[src/design/tccw_pkg.sv]
package tccw_pkg;

  localparam int ColW = 7;
  localparam int ByteW = 8;
  localparam int CfgIdxW = 1;

  localparam int RowWidthDefault = 80;
  localparam int TabStepDefault = 8;
  localparam int QueueDepthDefault = 4;

  localparam logic [ByteW-1:0] NormalAttrReset = 8'h07;
  localparam logic [ByteW-1:0] BrightAttrReset = 8'h0f;

  localparam logic [ByteW-1:0] ChNl = 8'h0a;
  localparam logic [ByteW-1:0] ChCr = 8'h0d;
  localparam logic [ByteW-1:0] ChTab = 8'h09;
  localparam logic [ByteW-1:0] ChEsc = 8'h1b;
  localparam logic [ByteW-1:0] ChLbrack = 8'h5b;
  localparam logic [ByteW-1:0] ChZero = 8'h30;
  localparam logic [ByteW-1:0] ChNine = 8'h39;
  localparam logic [ByteW-1:0] ChSgrEnd = 8'h6d;

  typedef enum logic [CfgIdxW-1:0] {
    CfgNormalAttr = 1'b0,
    CfgBrightAttr = 1'b1
  } cfg_idx_e;

  typedef enum logic [1:0] {
    EscNone = 2'd0,
    EscSeen = 2'd1,
    EscCsi  = 2'd2
  } esc_phase_e;

  typedef enum logic {
    ActCell   = 1'b0,
    ActScroll = 1'b1
  } action_e;

  // A queue entry holds an optional leading scroll and an optional trailing command.
  typedef struct packed {
    logic                   lead;
    logic                   tail_valid;
    action_e                tail_action;
    logic [ColW-1:0]        column;
    logic [ByteW-1:0]       glyph;
    logic [ByteW-1:0]       attr;
  } cmd_entry_t;

endpackage

[src/design/tccw_if.sv]
interface tccw_char_if;
  logic                         valid;
  logic                         ready;
  logic [tccw_pkg::ByteW-1:0]   char_in;

  modport source (output valid, output char_in, input ready);
  modport sink (input valid, input char_in, output ready);
endinterface

interface tccw_cmd_if;
  logic                         valid;
  logic                         ready;
  logic                         action;
  logic [tccw_pkg::ColW-1:0]    cell_column;
  logic [tccw_pkg::ByteW-1:0]   glyph;
  logic [tccw_pkg::ByteW-1:0]   cell_attribute;
  logic                         last;

  modport source (output valid, output action, output cell_column, output glyph,
                  output cell_attribute, output last, input ready);
  modport sink (input valid, input action, input cell_column, input glyph,
                input cell_attribute, input last, output ready);
endinterface

[src/design/tccw_front.sv]
module tccw_front #(
  parameter int RowWidth = tccw_pkg::RowWidthDefault,
  parameter int TabStep = tccw_pkg::TabStepDefault
) (
  input  logic                                clk_i,
  input  logic                                rst_ni,
  input  logic                                cfg_we_i,
  input  logic [tccw_pkg::CfgIdxW-1:0]        cfg_idx_i,
  input  logic [tccw_pkg::ByteW-1:0]          cfg_data_i,
  tccw_char_if.sink                           char_i,
  output logic                                push_valid_o,
  output tccw_pkg::cmd_entry_t                push_entry_o,
  input  logic                                push_ready_i
);

  localparam int ColW = tccw_pkg::ColW;
  localparam int NumCols = 2 ** ColW;

  logic [ColW-1:0]              tab_next [NumCols];

  logic [ColW-1:0]              cursor_q, cursor_d;
  logic                         started_q;
  tccw_pkg::esc_phase_e         phase_q, phase_d;
  logic                         pnz_q, pnz_d;
  logic [tccw_pkg::ByteW-1:0]   attr_q, attr_d;
  logic [tccw_pkg::ByteW-1:0]   normal_q, bright_q;

  logic                         accept;
  logic                         ordinary;
  logic [ColW-1:0]              col;
  logic [tccw_pkg::ByteW-1:0]   c;
  tccw_pkg::cmd_entry_t         entry;

  for (genvar g = 0; g < NumCols; g++) begin : g_tab
    localparam int Next = ((g / TabStep) + 1) * TabStep;
    localparam int Sat = (Next > RowWidth) ? RowWidth : Next;
    assign tab_next[g] = ColW'(Sat);
  end

  assign c = char_i.char_in;
  assign char_i.ready = push_ready_i;
  assign accept = char_i.valid && push_ready_i;

  always_comb begin
    ordinary = 1'b0;
    phase_d = phase_q;
    pnz_d = pnz_q;
    attr_d = attr_q;
    col = started_q ? cursor_q : '0;
    cursor_d = col;
    entry.lead = !started_q;
    entry.tail_valid = 1'b0;
    entry.tail_action = tccw_pkg::ActCell;
    entry.column = '0;
    entry.glyph = '0;
    entry.attr = '0;

    case (phase_q)
      tccw_pkg::EscSeen: begin
        if (c == tccw_pkg::ChLbrack) begin
          phase_d = tccw_pkg::EscCsi;
        end else begin
          ordinary = 1'b1;
        end
      end
      tccw_pkg::EscCsi: begin
        if (c >= tccw_pkg::ChZero && c <= tccw_pkg::ChNine) begin
          if (c != tccw_pkg::ChZero) begin
            pnz_d = 1'b1;
          end
        end else if (c == tccw_pkg::ChSgrEnd) begin
          attr_d = pnz_q ? bright_q : normal_q;
          phase_d = tccw_pkg::EscNone;
        end else begin
          ordinary = 1'b1;
        end
      end
      default: begin
        ordinary = 1'b1;
      end
    endcase

    if (ordinary) begin
      phase_d = tccw_pkg::EscNone;
      if (c == tccw_pkg::ChNl) begin
        entry.tail_valid = 1'b1;
        entry.tail_action = tccw_pkg::ActScroll;
        cursor_d = '0;
      end else if (c == tccw_pkg::ChCr) begin
        cursor_d = '0;
      end else if (c == tccw_pkg::ChTab) begin
        cursor_d = tab_next[col];
      end else if (c == tccw_pkg::ChEsc) begin
        phase_d = tccw_pkg::EscSeen;
        pnz_d = 1'b0;
      end else begin
        if (col >= ColW'(RowWidth)) begin
          entry.lead = 1'b1;
          col = '0;
        end
        entry.tail_valid = 1'b1;
        entry.tail_action = tccw_pkg::ActCell;
        entry.column = col;
        entry.glyph = c;
        entry.attr = attr_q;
        cursor_d = col + ColW'(1);
      end
    end
  end

  assign push_entry_o = entry;
  assign push_valid_o = accept && (entry.lead || entry.tail_valid);

  always_ff @(posedge clk_i or negedge rst_ni) begin
    if (!rst_ni) begin
      cursor_q <= '0;
      started_q <= 1'b0;
      phase_q <= tccw_pkg::EscNone;
      pnz_q <= 1'b0;
      attr_q <= tccw_pkg::NormalAttrReset;
    end else if (accept) begin
      cursor_q <= cursor_d;
      started_q <= 1'b1;
      phase_q <= phase_d;
      pnz_q <= pnz_d;
      attr_q <= attr_d;
    end
  end

  always_ff @(posedge clk_i or negedge rst_ni) begin
    if (!rst_ni) begin
      normal_q <= tccw_pkg::NormalAttrReset;
      bright_q <= tccw_pkg::BrightAttrReset;
    end else if (cfg_we_i) begin
      if (cfg_idx_i == tccw_pkg::CfgNormalAttr) begin
        normal_q <= cfg_data_i;
      end
      if (cfg_idx_i == tccw_pkg::CfgBrightAttr) begin
        bright_q <= cfg_data_i;
      end
    end
  end

endmodule

[src/design/tccw_queue.sv]
module tccw_queue #(
  parameter int Depth = tccw_pkg::QueueDepthDefault
) (
  input  logic                  clk_i,
  input  logic                  rst_ni,
  input  logic                  push_valid_i,
  input  tccw_pkg::cmd_entry_t  push_entry_i,
  output logic                  push_ready_o,
  output logic                  pop_valid_o,
  output tccw_pkg::cmd_entry_t  pop_entry_o,
  input  logic                  pop_i
);

  localparam int PtrW = (Depth > 1) ? $clog2(Depth) : 1;
  localparam int CntW = $clog2(Depth + 1);

  tccw_pkg::cmd_entry_t   mem_q [Depth];
  logic [PtrW-1:0]        wr_q, rd_q;
  logic [CntW-1:0]        cnt_q;
  logic                   push, pop;

  assign push_ready_o = (cnt_q != CntW'(Depth));
  assign pop_valid_o = (cnt_q != '0);
  assign pop_entry_o = mem_q[rd_q];
  assign push = push_valid_i && push_ready_o;
  assign pop = pop_i && pop_valid_o;

  always_ff @(posedge clk_i) begin
    if (push) begin
      mem_q[wr_q] <= push_entry_i;
    end
  end

  always_ff @(posedge clk_i or negedge rst_ni) begin
    if (!rst_ni) begin
      wr_q <= '0;
      rd_q <= '0;
      cnt_q <= '0;
    end else begin
      if (push) begin
        wr_q <= (wr_q == PtrW'(Depth - 1)) ? '0 : wr_q + PtrW'(1);
      end
      if (pop) begin
        rd_q <= (rd_q == PtrW'(Depth - 1)) ? '0 : rd_q + PtrW'(1);
      end
      if (push && !pop) begin
        cnt_q <= cnt_q + CntW'(1);
      end else if (pop && !push) begin
        cnt_q <= cnt_q - CntW'(1);
      end
    end
  end

endmodule

[src/design/tccw_back.sv]
module tccw_back (
  input  logic                  clk_i,
  input  logic                  rst_ni,
  input  logic                  head_valid_i,
  input  tccw_pkg::cmd_entry_t  head_i,
  output logic                  pop_o,
  tccw_cmd_if.source            cmd_o
);

  logic                               out_valid_q, out_valid_d;
  logic                               out_action_q;
  logic [tccw_pkg::ColW-1:0]          out_column_q;
  logic [tccw_pkg::ByteW-1:0]         out_glyph_q;
  logic [tccw_pkg::ByteW-1:0]         out_attr_q;
  logic                               out_last_q;
  logic                               lead_done_q, lead_done_d;

  logic                               load;
  logic                               issue_lead;
  logic                               final_cmd;
  logic                               res_action;
  logic [tccw_pkg::ColW-1:0]          res_column;
  logic [tccw_pkg::ByteW-1:0]         res_glyph;
  logic [tccw_pkg::ByteW-1:0]         res_attr;

  always_comb begin
    load = head_valid_i && (!out_valid_q || cmd_o.ready);
    issue_lead = head_i.lead && !lead_done_q;
    final_cmd = !issue_lead || !head_i.tail_valid;
    if (issue_lead) begin
      res_action = tccw_pkg::ActScroll;
      res_column = '0;
      res_glyph = '0;
      res_attr = '0;
    end else begin
      res_action = head_i.tail_action;
      res_column = head_i.column;
      res_glyph = head_i.glyph;
      res_attr = head_i.attr;
    end
    pop_o = load && final_cmd;
    lead_done_d = load ? !final_cmd : lead_done_q;
    out_valid_d = load || (out_valid_q && !cmd_o.ready);
  end

  always_ff @(posedge clk_i or negedge rst_ni) begin
    if (!rst_ni) begin
      out_valid_q <= 1'b0;
      lead_done_q <= 1'b0;
    end else begin
      out_valid_q <= out_valid_d;
      lead_done_q <= lead_done_d;
    end
  end

  always_ff @(posedge clk_i) begin
    if (load) begin
      out_action_q <= res_action;
      out_column_q <= res_column;
      out_glyph_q <= res_glyph;
      out_attr_q <= res_attr;
      out_last_q <= final_cmd;
    end
  end

  assign cmd_o.valid = out_valid_q;
  assign cmd_o.action = out_action_q;
  assign cmd_o.cell_column = out_column_q;
  assign cmd_o.glyph = out_glyph_q;
  assign cmd_o.cell_attribute = out_attr_q;
  assign cmd_o.last = out_last_q;

endmodule

[src/design/text_console_char_writer.sv]
// Character writer for a console that shows only its bottom text row.
// Bytes arrive on char_i, one per transfer. Each byte yields zero, one or
// two commands on cmd_o: write a cell at a column with a glyph and an
// attribute, or scroll up one line and clear the bottom row. The field
// last marks the final command of a byte. ESC [ digits m selects the
// bright or the normal attribute from the two configuration registers,
// which are written through cfg_we_i, cfg_idx_i and cfg_data_i.
// A front end decodes each byte in the cycle it is taken and pushes its
// commands into a queue of QueueDepth entries; a back end drains the queue
// into an output register. A byte's first command passes through the queue
// and the output register before it is valid on cmd_o. One byte is taken
// per cycle while the queue has room; a byte with two commands puts them on
// cmd_o one after the other, the scroll first. When the receiver stalls,
// the output register holds and the queue fills, after which char_i.ready
// drops. Reset clears the cursor, the escape state and the queue and
// restores the attributes; the first byte after reset is preceded by a scroll.
module text_console_char_writer #(
  parameter int RowWidth = tccw_pkg::RowWidthDefault,
  parameter int TabStep = tccw_pkg::TabStepDefault,
  parameter int QueueDepth = tccw_pkg::QueueDepthDefault
) (
  input  logic                            clk_i,
  input  logic                            rst_ni,
  input  logic                            cfg_we_i,
  input  logic [tccw_pkg::CfgIdxW-1:0]    cfg_idx_i,
  input  logic [tccw_pkg::ByteW-1:0]      cfg_data_i,
  tccw_char_if.sink                       char_i,
  tccw_cmd_if.source                      cmd_o
);

  logic                   push_valid, push_ready;
  tccw_pkg::cmd_entry_t   push_entry;
  logic                   head_valid, pop;
  tccw_pkg::cmd_entry_t   head_entry;

  tccw_front #(
    .RowWidth(RowWidth),
    .TabStep(TabStep)
  ) u_front (
    .clk_i(clk_i),
    .rst_ni(rst_ni),
    .cfg_we_i(cfg_we_i),
    .cfg_idx_i(cfg_idx_i),
    .cfg_data_i(cfg_data_i),
    .char_i(char_i),
    .push_valid_o(push_valid),
    .push_entry_o(push_entry),
    .push_ready_i(push_ready)
  );

  tccw_queue #(
    .Depth(QueueDepth)
  ) u_queue (
    .clk_i(clk_i),
    .rst_ni(rst_ni),
    .push_valid_i(push_valid),
    .push_entry_i(push_entry),
    .push_ready_o(push_ready),
    .pop_valid_o(head_valid),
    .pop_entry_o(head_entry),
    .pop_i(pop)
  );

  tccw_back u_back (
    .clk_i(clk_i),
    .rst_ni(rst_ni),
    .head_valid_i(head_valid),
    .head_i(head_entry),
    .pop_o(pop),
    .cmd_o(cmd_o)
  );

endmodule

[src/flat_wrapper.sv]
// flat-port wrapper written by rule: the top's interface ports become plain ports
module text_console_char_writer_flat 
#(
  parameter int RowWidth = tccw_pkg::RowWidthDefault,
  parameter int TabStep = tccw_pkg::TabStepDefault,
  parameter int QueueDepth = tccw_pkg::QueueDepthDefault
)
  (clk_i, rst_ni, cfg_we_i, cfg_idx_i, cfg_data_i, char_i_valid, char_i_char_in, char_i_ready, cmd_o_valid, cmd_o_action, cmd_o_cell_column, cmd_o_glyph, cmd_o_cell_attribute, cmd_o_last, cmd_o_ready);
  tccw_char_if char_i_i ();
  tccw_cmd_if cmd_o_i ();
  input  logic clk_i;
  input  logic rst_ni;
  input  logic cfg_we_i;
  input  logic [tccw_pkg::CfgIdxW-1:0] cfg_idx_i;
  input  logic [tccw_pkg::ByteW-1:0] cfg_data_i;
  input wire logic [$bits(char_i_i.valid)-1:0] char_i_valid;
  input wire logic [$bits(char_i_i.char_in)-1:0] char_i_char_in;
  output wire logic [$bits(char_i_i.ready)-1:0] char_i_ready;
  output wire logic [$bits(cmd_o_i.valid)-1:0] cmd_o_valid;
  output wire logic [$bits(cmd_o_i.action)-1:0] cmd_o_action;
  output wire logic [$bits(cmd_o_i.cell_column)-1:0] cmd_o_cell_column;
  output wire logic [$bits(cmd_o_i.glyph)-1:0] cmd_o_glyph;
  output wire logic [$bits(cmd_o_i.cell_attribute)-1:0] cmd_o_cell_attribute;
  output wire logic [$bits(cmd_o_i.last)-1:0] cmd_o_last;
  input wire logic [$bits(cmd_o_i.ready)-1:0] cmd_o_ready;
  assign char_i_i.valid = char_i_valid;
  assign char_i_i.char_in = char_i_char_in;
  assign char_i_ready = char_i_i.ready;
  assign cmd_o_valid = cmd_o_i.valid;
  assign cmd_o_action = cmd_o_i.action;
  assign cmd_o_cell_column = cmd_o_i.cell_column;
  assign cmd_o_glyph = cmd_o_i.glyph;
  assign cmd_o_cell_attribute = cmd_o_i.cell_attribute;
  assign cmd_o_last = cmd_o_i.last;
  assign cmd_o_i.ready = cmd_o_ready;
  text_console_char_writer #(.RowWidth(RowWidth), .TabStep(TabStep), .QueueDepth(QueueDepth)) u_core (.clk_i(clk_i), .rst_ni(rst_ni), .cfg_we_i(cfg_we_i), .cfg_idx_i(cfg_idx_i), .cfg_data_i(cfg_data_i), .char_i(char_i_i), .cmd_o(cmd_o_i));
endmodule
[config.mk]
export PLATFORM = sky130hd
export DESIGN_NAME = text_console_char_writer_flat
export DESIGN_NICKNAME = d
export VERILOG_FILES = /design/src/design/tccw_pkg.sv /design/src/design/tccw_if.sv /design/src/design/tccw_front.sv /design/src/design/tccw_queue.sv /design/src/design/tccw_back.sv /design/src/design/text_console_char_writer.sv /design/src/flat_wrapper.sv
export SDC_FILE = /design/constraint.sdc
export NUM_CORES = 1
export LEC_CHECK = 0
export BUFFER_PORTS_ARGS = -buffer_cell sky130_fd_sc_hd__clkbuf_2
export CAP_MARGIN = 10
export CELL_PAD_IN_SITES_DETAIL_PLACEMENT = 0
export CELL_PAD_IN_SITES_GLOBAL_PLACEMENT = 2
export CORE_AREA = 5 5 133 135
export CTS_BUF_LIST = sky130_fd_sc_hd__clkbuf_2 sky130_fd_sc_hd__clkbuf_4 sky130_fd_sc_hd__clkbuf_8
export CTS_CLUSTER_SIZE = 10
export DETAILED_ROUTE_END_ITERATION = 8
export DIE_AREA = 0 0 138 140
export PLACE_DENSITY_LB_ADDON = 0.15
export SLEW_MARGIN = 40
export SYNTH_ARGS = -nofsm -noshare
export SYNTH_HDL_FRONTEND = slang
export SYNTH_SLANG_ARGS = --single-unit
[constraint.sdc]
create_clock -name clk_i -period 4.5 [get_ports clk_i]
set_input_delay 1.35 -clock clk_i [delete_from_list [all_inputs] [get_ports clk_i]]
set_output_delay 1.35 -clock clk_i [all_outputs]
set_load 0.02 [all_outputs]
==> results.md, run 1 <==
- Status: finished, final reports clean
- Synthesized flop and latch total: 173
- Nets: 559
- Hold Vio Cnt, Final: 0
- Synthesis-to-layout area growth: 13.1%
- Share of the synthesized area in the top cell type: 0.528
- Sequential share of power: 0.478
- Crit path DAT: 3.89 ns
- DR DRC count: 0
- Clk_skew: 0.0112 ns
- I/O Buffers: 48
- H-tree levels: 4
- Post-Place Setup Slack: 0.478 ns
- Die H: 140 microns
- Final worst path period need: 3.56 ns
- Startpoint types: input port
- Max-cap violations: 0
- Slew Limit Fails: 0
- CTS Hold Bufs: 0
- Clk Latency, worst-skew pair: 0.44 ns
- Drt pass-1 iters: 4
- Syn avg cell area: 15.8 sq um
- Initial antenna violation count: 0
- DRT iter0 DRCs: 177
- Post-synth top area cell: edfxtp_1
- First-pass GRT wire length: 22700 microns
- Highest clock rate: 0.281 GHz
- Final worst slack: 0.937 ns
- Placer Congestion: 0.779
- Worst IR Drop VDD: 0.208 mV
- Relative slew slack: 0.500
- Commonest non-fill, non-tap cell in the layout: edfxtp_1
- Worst slew pin tran: 0.744 ns
- Largest cells by area after synthesis: edfxtp_1 53%, dfrtp_1 12%, mux4_2 8.0%
- PwrDens: 605 nW/um^2
- Clk pwr share: 0.219
- Final TNS setup: 0 ns
- Switching pwr: 1.54 mW
- Seq/Total Area, Yosys: 0.679
- Clk pin slew, worst setup/hold paths: 0.08 ns
- Synth cell types: 57
- Most frequent cells in the layout: 129 x edfxtp_1, 49 x clkbuf_2, 34 x dfrtp_1, 27 x nor2b_1, 26 x mux4_2
- Initial core utilization: 0.449
- Synth Flop Type: edfxtp_1
- Die width: 138 microns
- Core area: 16300 sq um
- Req. time, crit path: 4.82 ns
- Root buf cell: clkbuf_8
- Total routed wirelength: 13900 microns
- Number of I/O pins: 49
- Number of vias per cell: 5.23
- Combinational share of power: 0.303
- CTS Sinks: 173
- Via Count: 3962
- Setup CP Type: input port to flip-flop
- Post-synth ARST share: 0.254
- Cts bufs inserted: 17
- Postcts setup bufs: 0
- DR WL/cell: 18.3 microns
- Share of cells above drive strength 1: 0.305
- Leak Pwr: 3.07 nW
- Pint: 3.49 mW
- Crit path capture type: flip-flop
- Tcrit/Tclk final: 0.792
- Vias in the first global route: 4099
- Antenna-violating nets left: 0
- Dpl hpwl: 9530 microns
- Synth warn: 0
- Antenna Cells: 0
- Standard-cell row count: 47
- Post-CTS sizing: 0
- Cells after Synth: 464
- Clk buf depth: 2
- EDFF count, synth: 129
- Layout Utilization: 0.508
- Synthesized cell area: 7340 sq um
- Total global routing overflow: 0
- CTS tree: yes
- Filler Cell Count: 1451
- Mapped Nets: 499
- Die area: 19300 sq um
- Largest net degree at the start of global routing: 27
- Hold Slack: 0.502 ns
- Switching Fraction: 0.306
- Hold crit path type: flip-flop to flip-flop
- Endpoints failing setup: 0
- All-Layer GR Usage: 0.150
- Worst Path Max Fanout: 7
- RSZ-0062 raised after global routing: no
- Total power: 5.03 mW
==> path summary, 6_finish.rpt <==
kind | startpoint | slack (ns) | cells after the start | endpoint
max | char_i_char_in[1] | 0.94 | 10 | u_core.u_queue.cnt_q[1]
min | u_core.u_queue.cnt_q[2] | 0.50 | 1 | u_core.u_queue.cnt_q[2]
max reg2reg | u_core.u_queue.rd_q[1] | 1.68 | 11 | u_core.u_queue.cnt_q[2]
min reg2reg | u_core.u_queue.cnt_q[2] | 0.50 | 1 | u_core.u_queue.cnt_q[2]
max in group asynchronous | rst_ni | 2.87 | 2 | u_core.u_front.normal_q[1]
min in group asynchronous | rst_ni | 0.85 | 1 | u_core.u_front.normal_q[5]
==> critical path: stages <==
cell	delay [ns]
clkbuf_2	0.13
nand2b_4	0.18
or4_4	0.54
a311oi_4	0.34
nor3_2	0.14
o21a_4	0.25
ha_1	0.23
inv_1	0.09
fa_1	0.38
mux2_2	0.27
==> power by group through the flow <==
stage / sequential, mW / clock [mW] / combinational [mW]
after floorplan: 2.56 / 0 / 0.982
after global placement: 2.43 / 0 / 1.55
after detailed placement: 2.45 / 0 / 1.57
after CTS: 2.41 / 1.14 / 1.57
after global routing: 2.45 / 1.20 / 1.69
final: 2.41 / 1.10 / 1.52
==> layer usage <==
metal	part of all wire	track usage
met1	0.48	0.210
met2	0.47	0.232
met3	0.043	0.0382
met4	0.011	0.0510
met5	0	0
==> cell type report <==
class                      count  area (sq um)  share of cell area
clock buffer                  23           308              0.0371
clock inverter                 9           108              0.0130
inverter                      13          48.8             0.00587
multi-input combinational    257          2230               0.269
sequential                   173          4990               0.600
tap                          220           275              0.0331
timing repair buffer          62           345              0.0416
==> kinds of logic (layout without fill, tap and decap cells) <==
| group | Yosys count | count (layout) | share of synthesized area |
|---|---|---|---|
| flops | 173 | 173 | 0.679 |
| simple gates | 129 | 129 | 0.0998 |
| mux | 54 | 54 | 0.122 |
| fa+ha+maj | 13 | 13 | 0.0232 |
| xor+xnor | 5 | 5 | 0.00596 |
| compound gates | 56 | 56 | 0.0516 |
| buf+inv | 34 | 107 | 0.0179 |
==> sequential cells by signal, summed over array words and instances (netlist names), 3 cells and up <==
signal                              flops
u_core.u_front.cursor_q                 7
u_core.u_back.cmd_o.cell_column         7
u_core.u_back.cmd_o.cell_attribute      8
u_core.u_front.bright_q                 8
u_core.u_queue.cnt_q                    3
u_core.u_back.cmd_o.glyph               8
u_core.u_front.attr_q                   8
u_core.u_queue.mem_q                  104
u_core.u_front.normal_q                 8
==> cells in the mapped netlist, drive strengths merged, types with 13 or more instances <==
cell	instances
a21oi	19
and3	16
clkbuf	16
dfrtp	34
edfxtp	129
inv	13
mux2	20
mux4	26
nand2	20
nor2	21
nor2b	27
o21ai	13
==> per-stage QoR <==
step | area, sq um | cells
CTS | 8300 | 757
global route | 8310 | 757
floorplan | 7340 | 464
finish | 8310 | 757
global placement | 7890 | 725
detailed placement | 7890 | 725
(Power assumes the default switching activity.)
==> run 2: changes to the inputs <==
==> constraint.sdc (replaced) <==
create_clock -name clk_i -period 3.45 [get_ports clk_i]
set_input_delay 1.035 -clock clk_i [delete_from_list [all_inputs] [get_ports clk_i]]
set_output_delay 1.035 -clock clk_i [all_outputs]
set_load 0.02 [all_outputs]
==> run 2 against run 1 <==
Register-to-register slack worse by 0.79 ns. Critical endpoint unchanged. Largest cell class unchanged. Flip-flop and latch count unchanged. Non-clock buffer count up 21. Sequential power increased by 30%. Total power grew 32%. Die area did not move. Cell count up 2.8%. Clock skew up 0.0015 ns. Setup slack got worse by 0.48 ns.
==> results.md, run 2 (synthesis results as in run 1) <==
- CP delay by family, top: simple AND/OR/NAND/NOR gates (unchanged)
- Die H: 140 microns (unchanged)
- DR DRC count: 0 (unchanged)
- All-Layer GR Usage: 0.153 (was 0.150)
- Die area: 19300 sq um (unchanged)
- Clk Latency, worst-skew pair: 0.45 ns (was 0.44 ns)
- Largest stage delay, worst path: 0.52 ns (was 0.54 ns)
- Via Count: 4084 (was 3962)
- Pint: 4.59 mW (was 3.49 mW)
- DRT iter0 DRCs: 281 (was 177)
- Largest register by flop count: u_core.u_queue.mem_q (unchanged)
- Core area: 16300 sq um (unchanged)
- Hold crit path type: flip-flop to flip-flop (unchanged)
- Share of cells above drive strength 1: 0.330 (was 0.305)
- Register area: 4990 sq um (unchanged)
- CTS Hold Bufs: 0 (unchanged)
- H-tree levels: 4 (unchanged)
- Tcrit/Tclk final: 0.868
- Placer Congestion: 0.834 (was 0.779)
- Slowest cell on the critical path: or4_4 (unchanged)
- Inst Count DP: 746 (was 725)
- Hold Vio Cnt, Final: 0 (unchanged)
- Commonest non-fill, non-tap cell in the layout: edfxtp_1 (unchanged)
- Switching Fraction: 0.310 (was 0.306)
- Worst-path cell chain: clkbuf_2, nand3b_1, or4_4, a311oi_4, nor3_4, o21a_4, ha_1, inv_1, fa_1, mux2_2 (was clkbuf_2, nand2b_4, or4_4, a311oi_4, nor3_2, o21a_4, ha_1, inv_1, fa_1, mux2_2)
- Total global routing overflow: 0 (unchanged)
- RSZ-0062 raised after global routing: no (unchanged)
- Total power: 6.65 mW (was 5.03 mW)
- Cts bufs inserted: 17 (unchanged)
- Clk pwr share: 0.217 (was 0.219)
- Worst IR Drop VDD: 0.331 mV (was 0.208 mV)
- Combinational share of power: 0.311 (was 0.303)
- Largest net degree at the start of global routing: 45 (was 27)
- Endpoints failing setup: 0 (unchanged)
- Switching pwr: 2.06 mW (was 1.54 mW)
- Clk_skew: 0.0127 ns (was 0.0112 ns)
- Dpl cell area: 8060 sq um (was 7890 sq um)
- Nets: 580 (was 559)
- Layout Utilization: 0.518 (was 0.508)
- Relative slew slack: 0.501 (was 0.500)
- Synthesis-to-layout area growth: 15.4% (was 13.1%)
- Total routed wirelength: 14200 microns (was 13900 microns)
- DR WL/cell: 18.3 microns (about the same)
- Max-cap violations: 0 (unchanged)
- Drt pass-1 iters: 4 (unchanged)
- Startpoint types: input port (unchanged)
- Final worst path period need: 2.99 ns
- Status: finished, final reports clean (unchanged)
- Worst slew pin tran: 0.747 ns (was 0.744 ns)
- Antenna Cells: 0 (unchanged)
- Buf/Inv on CP: 2 (unchanged)
- Initial core utilization: 0.449 (unchanged)
- Antenna-violating nets left: 0 (unchanged)
- First-pass GRT wire length: 22900 microns (was 22700 microns)
- PwrDens: 784 nW/um^2 (was 605 nW/um^2)
- Crit path capture type: flip-flop (unchanged)
- Number of vias per cell: 5.25 (was 5.23)
- CTS Sinks: 173 (unchanged)
- Slew Limit Fails: 0 (unchanged)
- Vias in the first global route: 4235 (was 4099)
- Sequential share of power: 0.472 (was 0.478)
- Worst Path Max Fanout: 4 (was 7)
- Req. time, crit path: 3.79 ns (was 4.82 ns)
- Root buf cell: clkbuf_8 (unchanged)
- Initial antenna violation count: 0 (unchanged)
- Postcts setup bufs: 0 (unchanged)
- Filler Cell Count: 1440 (was 1451)
- Post-CTS sizing: 0 (unchanged)
- CTS tree: yes (unchanged)
- Dpl hpwl: 9760 microns (was 9530 microns)
- Flip-flop count of the largest register after layout: 104 (unchanged)
- Die width: 138 microns (unchanged)
- Number of I/O pins: 49 (unchanged)
- Finished layout cell area: 8470 sq um (was 8310 sq um)
- Setup CP Type: input port to flip-flop (unchanged)
- Leak Pwr: 3.16 nW (was 3.07 nW)
- Clk pin slew, worst setup/hold paths: 0.09 ns (was 0.08 ns)
- Post-route insts no fill: 778 (was 757)
- Highest clock rate: 0.334 GHz
- Multi-input gate area: 2240 sq um (was 2230 sq um)
- Standard-cell row count: 47 (unchanged)
- Crit path DAT: 3.33 ns (was 3.89 ns)
- Clk buf depth: 2 (unchanged)
- Most frequent cells in the layout: 129 x edfxtp_1, 48 x clkbuf_2, 34 x buf_4, 34 x dfrtp_1, 27 x nor2b_1 (was 129 x edfxtp_1, 49 x clkbuf_2, 34 x dfrtp_1, 27 x nor2b_1, 26 x mux4_2)
- I/O Buffers: 48 (unchanged)
[run 2: cell types whose count changed in the layout (fill, tap and decap cells not counted), moves of 2 or more]
cell	change
inv_6	+2
clkinvlp_4	+2
buf_4	+20
clkbuf_8	-5
[run 2: path summary, 6_finish.rpt]
check / startpoint / endpoint / slack (ns) / depth (start not counted)
setup / recovery: char_i_char_in[7] / u_core.u_queue.cnt_q[1] / 0.46 / 10
hold / removal: u_core.u_back.lead_done_q / u_core.u_back.lead_done_q / 0.49 / 1
hold reg to reg: u_core.u_back.lead_done_q / u_core.u_back.lead_done_q / 0.49 / 1
max in group asynchronous: rst_ni / u_core.u_front.cursor_q[0] / 2.39 / 2
min in group asynchronous: rst_ni / u_core.u_front.bright_q[4] / 0.65 / 2
setup reg to reg: u_core.u_queue.rd_q[1] / u_core.u_queue.cnt_q[2] / 0.89 / 11
[run 2: through the flow]
step                TNS (ns)  hold slack [ns]  setup slack, ns
CTS                        0            0.498            0.475
global placement           0            0.475           0.0347
floorplan                  0            0.457           0.0334
global route               0            0.508            0.399
detailed placement   -0.0277            0.480          -0.0277
finish                     0            0.494            0.455
[run 2: per-layer routing]
metal / part of all wire / wire [microns] / track usage / up-vias
li1: - / - / - / 1932
met5: 0 / 0 / 0 / -
met1: 0.47 / 6760 / 0.209 / 2056
met3: 0.042 / 599 / 0.0412 / 11
met4: 0.012 / 165 / 0.0473 / 0
met2: 0.47 / 6710 / 0.242 / 85
[run 2: area by class of cell]
| type | count | area share |
|---|---|---|
| multi-input combinational | 257 | 0.264 |
| timing repair buffer | 83 | 0.0608 |
| clock buffer | 18 | 0.0285 |
| sequential | 173 | 0.589 |
| tap | 220 | 0.0325 |
| clock inverter | 14 | 0.0198 |
| inverter | 13 | 0.00576 |
[run 2: power groups by stage]
stage	logic [mW]	registers (mW)	clock network (mW)
floorplan	1.28	3.34	0
global placement	2.09	3.16	0
detailed placement	2.13	3.19	0
CTS	2.13	3.14	1.49
global route	2.30	3.19	1.58
finish	2.07	3.13	1.44
==> run 3: changes to the inputs <==
--- a/config.mk
+++ b/config.mk
@@ -8,12 +8,11 @@
 export BUFFER_PORTS_ARGS = -buffer_cell sky130_fd_sc_hd__clkbuf_2
 export CAP_MARGIN = 10
 export CELL_PAD_IN_SITES_DETAIL_PLACEMENT = 0
-export CELL_PAD_IN_SITES_GLOBAL_PLACEMENT = 2
-export CORE_AREA = 5 5 133 135
-export CTS_BUF_LIST = sky130_fd_sc_hd__clkbuf_2 sky130_fd_sc_hd__clkbuf_4 sky130_fd_sc_hd__clkbuf_8
+export CELL_PAD_IN_SITES_GLOBAL_PLACEMENT = 1
+export CORE_AREA = 5 5 126 128
 export CTS_CLUSTER_SIZE = 10
 export DETAILED_ROUTE_END_ITERATION = 8
-export DIE_AREA = 0 0 138 140
+export DIE_AREA = 0 0 131 133
 export PLACE_DENSITY_LB_ADDON = 0.15
 export SLEW_MARGIN = 40
 export SYNTH_ARGS = -nofsm -noshare
==> run 3 against run 2 <==
Non-clock buffer count did not move. Via count fell by 0.64%. Die area fell by 9.8%. Combinational power about the same. Sequential power about the same. Largest power group unchanged.
==> results.md, run 3 (synthesis results as in run 1) <==
- Core area: 14800 sq um (was 16300 sq um)
- All-Layer GR Usage: 0.166 (was 0.153)
- Largest stage delay, worst path: 0.52 ns (about the same)
- Clk buf depth: 2 (unchanged)
- Total routed wirelength: 13400 microns (was 14200 microns)
- Final worst slack: 0.424 ns (was 0.455 ns)
- Commonest non-fill, non-tap cell in the layout: edfxtp_1 (unchanged)
- Slowest cell on the critical path: or4_4 (unchanged)
- Tcrit/Tclk final: 0.877 (was 0.868)
- Post-CTS sizing: 0 (unchanged)
- CTS tree: yes (unchanged)
- Most frequent cells in the layout: 129 x edfxtp_1, 48 x clkbuf_2, 34 x dfrtp_1, 32 x buf_4, 27 x nor2b_1 (was 129 x edfxtp_1, 48 x clkbuf_2, 34 x buf_4, 34 x dfrtp_1, 27 x nor2b_1)
- Total global routing overflow: 0 (unchanged)
- Die width: 131 microns (was 138 microns)
- Endpoints failing setup: 0 (unchanged)
- Clk pin slew, worst setup/hold paths: 0.06 ns (was 0.09 ns)
- CP delay by family, top: simple AND/OR/NAND/NOR gates (unchanged)
- Startpoint types: input port (unchanged)
- CTS Sinks: 173 (unchanged)
- Max-cap violations: 0 (unchanged)
- Filler Cell Count: 1150 (was 1440)
- Worst IR Drop VDD: 0.425 mV (was 0.331 mV)
- Number of I/O pins: 49 (unchanged)
- Hold crit path type: flip-flop to flip-flop (unchanged)
- Standard-cell row count: 45 (was 47)
- Buf/Inv on CP: 2 (unchanged)
- Largest register by flop count: u_core.u_queue.mem_q (unchanged)
- DR DRC count: 0 (unchanged)
- Clk Latency, worst-skew pair: 0.42 ns (was 0.45 ns)
- Req. time, crit path: 3.76 ns (was 3.79 ns)
- I/O Buffers: 48 (unchanged)
- DRT iter0 DRCs: 214 (was 281)
- Share of cells above drive strength 1: 0.324 (was 0.330)
- Final TNS setup: 0 ns (unchanged)
- Initial core utilization: 0.498 (was 0.449)
- Final worst path period need: 3.03 ns (was 2.99 ns)
- First-pass GRT wire length: 21600 microns (was 22900 microns)
- Dpl hpwl: 9260 microns (was 9760 microns)
- Worst-path cell chain: clkbuf_2, nand3b_1, or4_4, a311oi_4, nor3_4, o21a_4, ha_1, inv_1, fa_1, mux2_2 (unchanged)
- Leak Pwr: 3.26 nW (was 3.16 nW)
- Number of vias per cell: 5.45 (was 5.25)
- Largest net degree at the start of global routing: 45 (unchanged)
- Placer Congestion: 0.843 (was 0.834)
- Hold Vio Cnt, Final: 0 (unchanged)
- Initial antenna violation count: 0 (unchanged)
- DR WL/cell: 17.9 microns (was 18.3 microns)
- Postcts setup bufs: 0 (unchanged)
- Antenna-violating nets left: 0 (unchanged)
- Crit path DAT: 3.33 ns (about the same)
- Via Count: 4058 (was 4084)
- Flip-flop count of the largest register after layout: 104 (unchanged)
- Clk_skew: 0.00646 ns (was 0.0127 ns)
- Slew Limit Fails: 0 (unchanged)
- Drt pass-1 iters: 4 (unchanged)
- Relative slew slack: 0.482 (was 0.501)
- H-tree levels: 4 (unchanged)
- Worst slew pin tran: 0.775 ns (was 0.747 ns)
- CTS Hold Bufs: 0 (unchanged)
- Worst Path Max Fanout: 4 (unchanged)
- Status: finished, final reports clean (unchanged)
- Nets: 580 (unchanged)
- Synthesis-to-layout area growth: 18.2% (was 15.4%)
- RSZ-0062 raised after global routing: no (unchanged)
- Die H: 133 microns (was 140 microns)
- Cts bufs inserted: 17 (unchanged)
- Highest clock rate: 0.331 GHz (was 0.334 GHz)
- Setup CP Type: input port to flip-flop (unchanged)
- PwrDens: 832 nW/um^2 (was 784 nW/um^2)
- Vias in the first global route: 4122 (was 4235)
- Antenna Cells: 0 (unchanged)
- Post-Place Setup Slack: -0.0189 ns (was -0.0277 ns)
- Root buf cell: clkbuf_16 (was clkbuf_8)
- Die area: 17400 sq um (was 19300 sq um)
- Crit path capture type: flip-flop (unchanged)
[run 3: cell count changes in the layout (fill, tap and decap cells not counted), sizes merged]
cell | previous run | this run
clkbuf | 66 | 67
inv | 15 | 14
clkinv | 7 | 1
bufinv | 3 | 5
clkinvlp | 2 | 4
[run 3: metrics by stage]
| step | power [mW] | hold slack [ns] | instance area (sq um) | utilization | std cells |
|---|---|---|---|---|---|
| floorplan | 4.62 | 0.457 | 7360 | - | 464 |
| global placement | 5.26 | 0.475 | 8060 | 0.546 | 714 |
| detailed placement | 5.32 | 0.487 | 8060 | 0.546 | 714 |
| CTS | 7.34 | 0.501 | 8680 | 0.589 | 744 |
| global route | 7.64 | 0.518 | 8680 | 0.589 | 744 |
| finish | 7.23 | 0.496 | 8680 | 0.589 | 744 |
[run 3: layout make-up]
cell class	count	area, sq um	area share
inverters	13	48.8	0.00562
multi-input cells	257	2240	0.259
flip-flops and latches	173	4990	0.574
clock buffers	19	433	0.0499
repair buffers	83	541	0.0623
well taps	188	235	0.0271
clock inverters	11	193	0.0222
[run 3: final timing paths]
check,slack [ns],to,cells past startpoint,startpoint
setup / recovery,0.42,u_core.u_queue.cnt_q[1],10,char_i_char_in[7]
min in group asynchronous,0.69,u_core.u_front.bright_q[5],2,rst_ni
setup reg to reg,0.89,u_core.u_queue.cnt_q[2],11,u_core.u_queue.rd_q[1]
max in group asynchronous,2.37,u_core.u_front.cursor_q[1],2,rst_ni
hold reg to reg,0.50,u_core.u_back.lead_done_q,1,u_core.u_back.lead_done_q
hold / removal,0.50,u_core.u_back.lead_done_q,1,u_core.u_back.lead_done_q
[run 3: metal layers]
layer | wire length (microns) | up-vias | track usage
li1 | - | 1923 | -
met1 | 6170 | 2046 | 0.231
met2 | 6480 | 78 | 0.257
met3 | 555 | 11 | 0.0456
met4 | 148 | 0 | 0.0463
met5 | 0 | - | 0
[run 3: power by group]
group / internal (mW) / switching, mW / total [mW]
Clock: 1.27 / 0.740 / 2.01
Combinational: 0.952 / 1.12 / 2.07
Sequential: 2.94 / 0.201 / 3.14
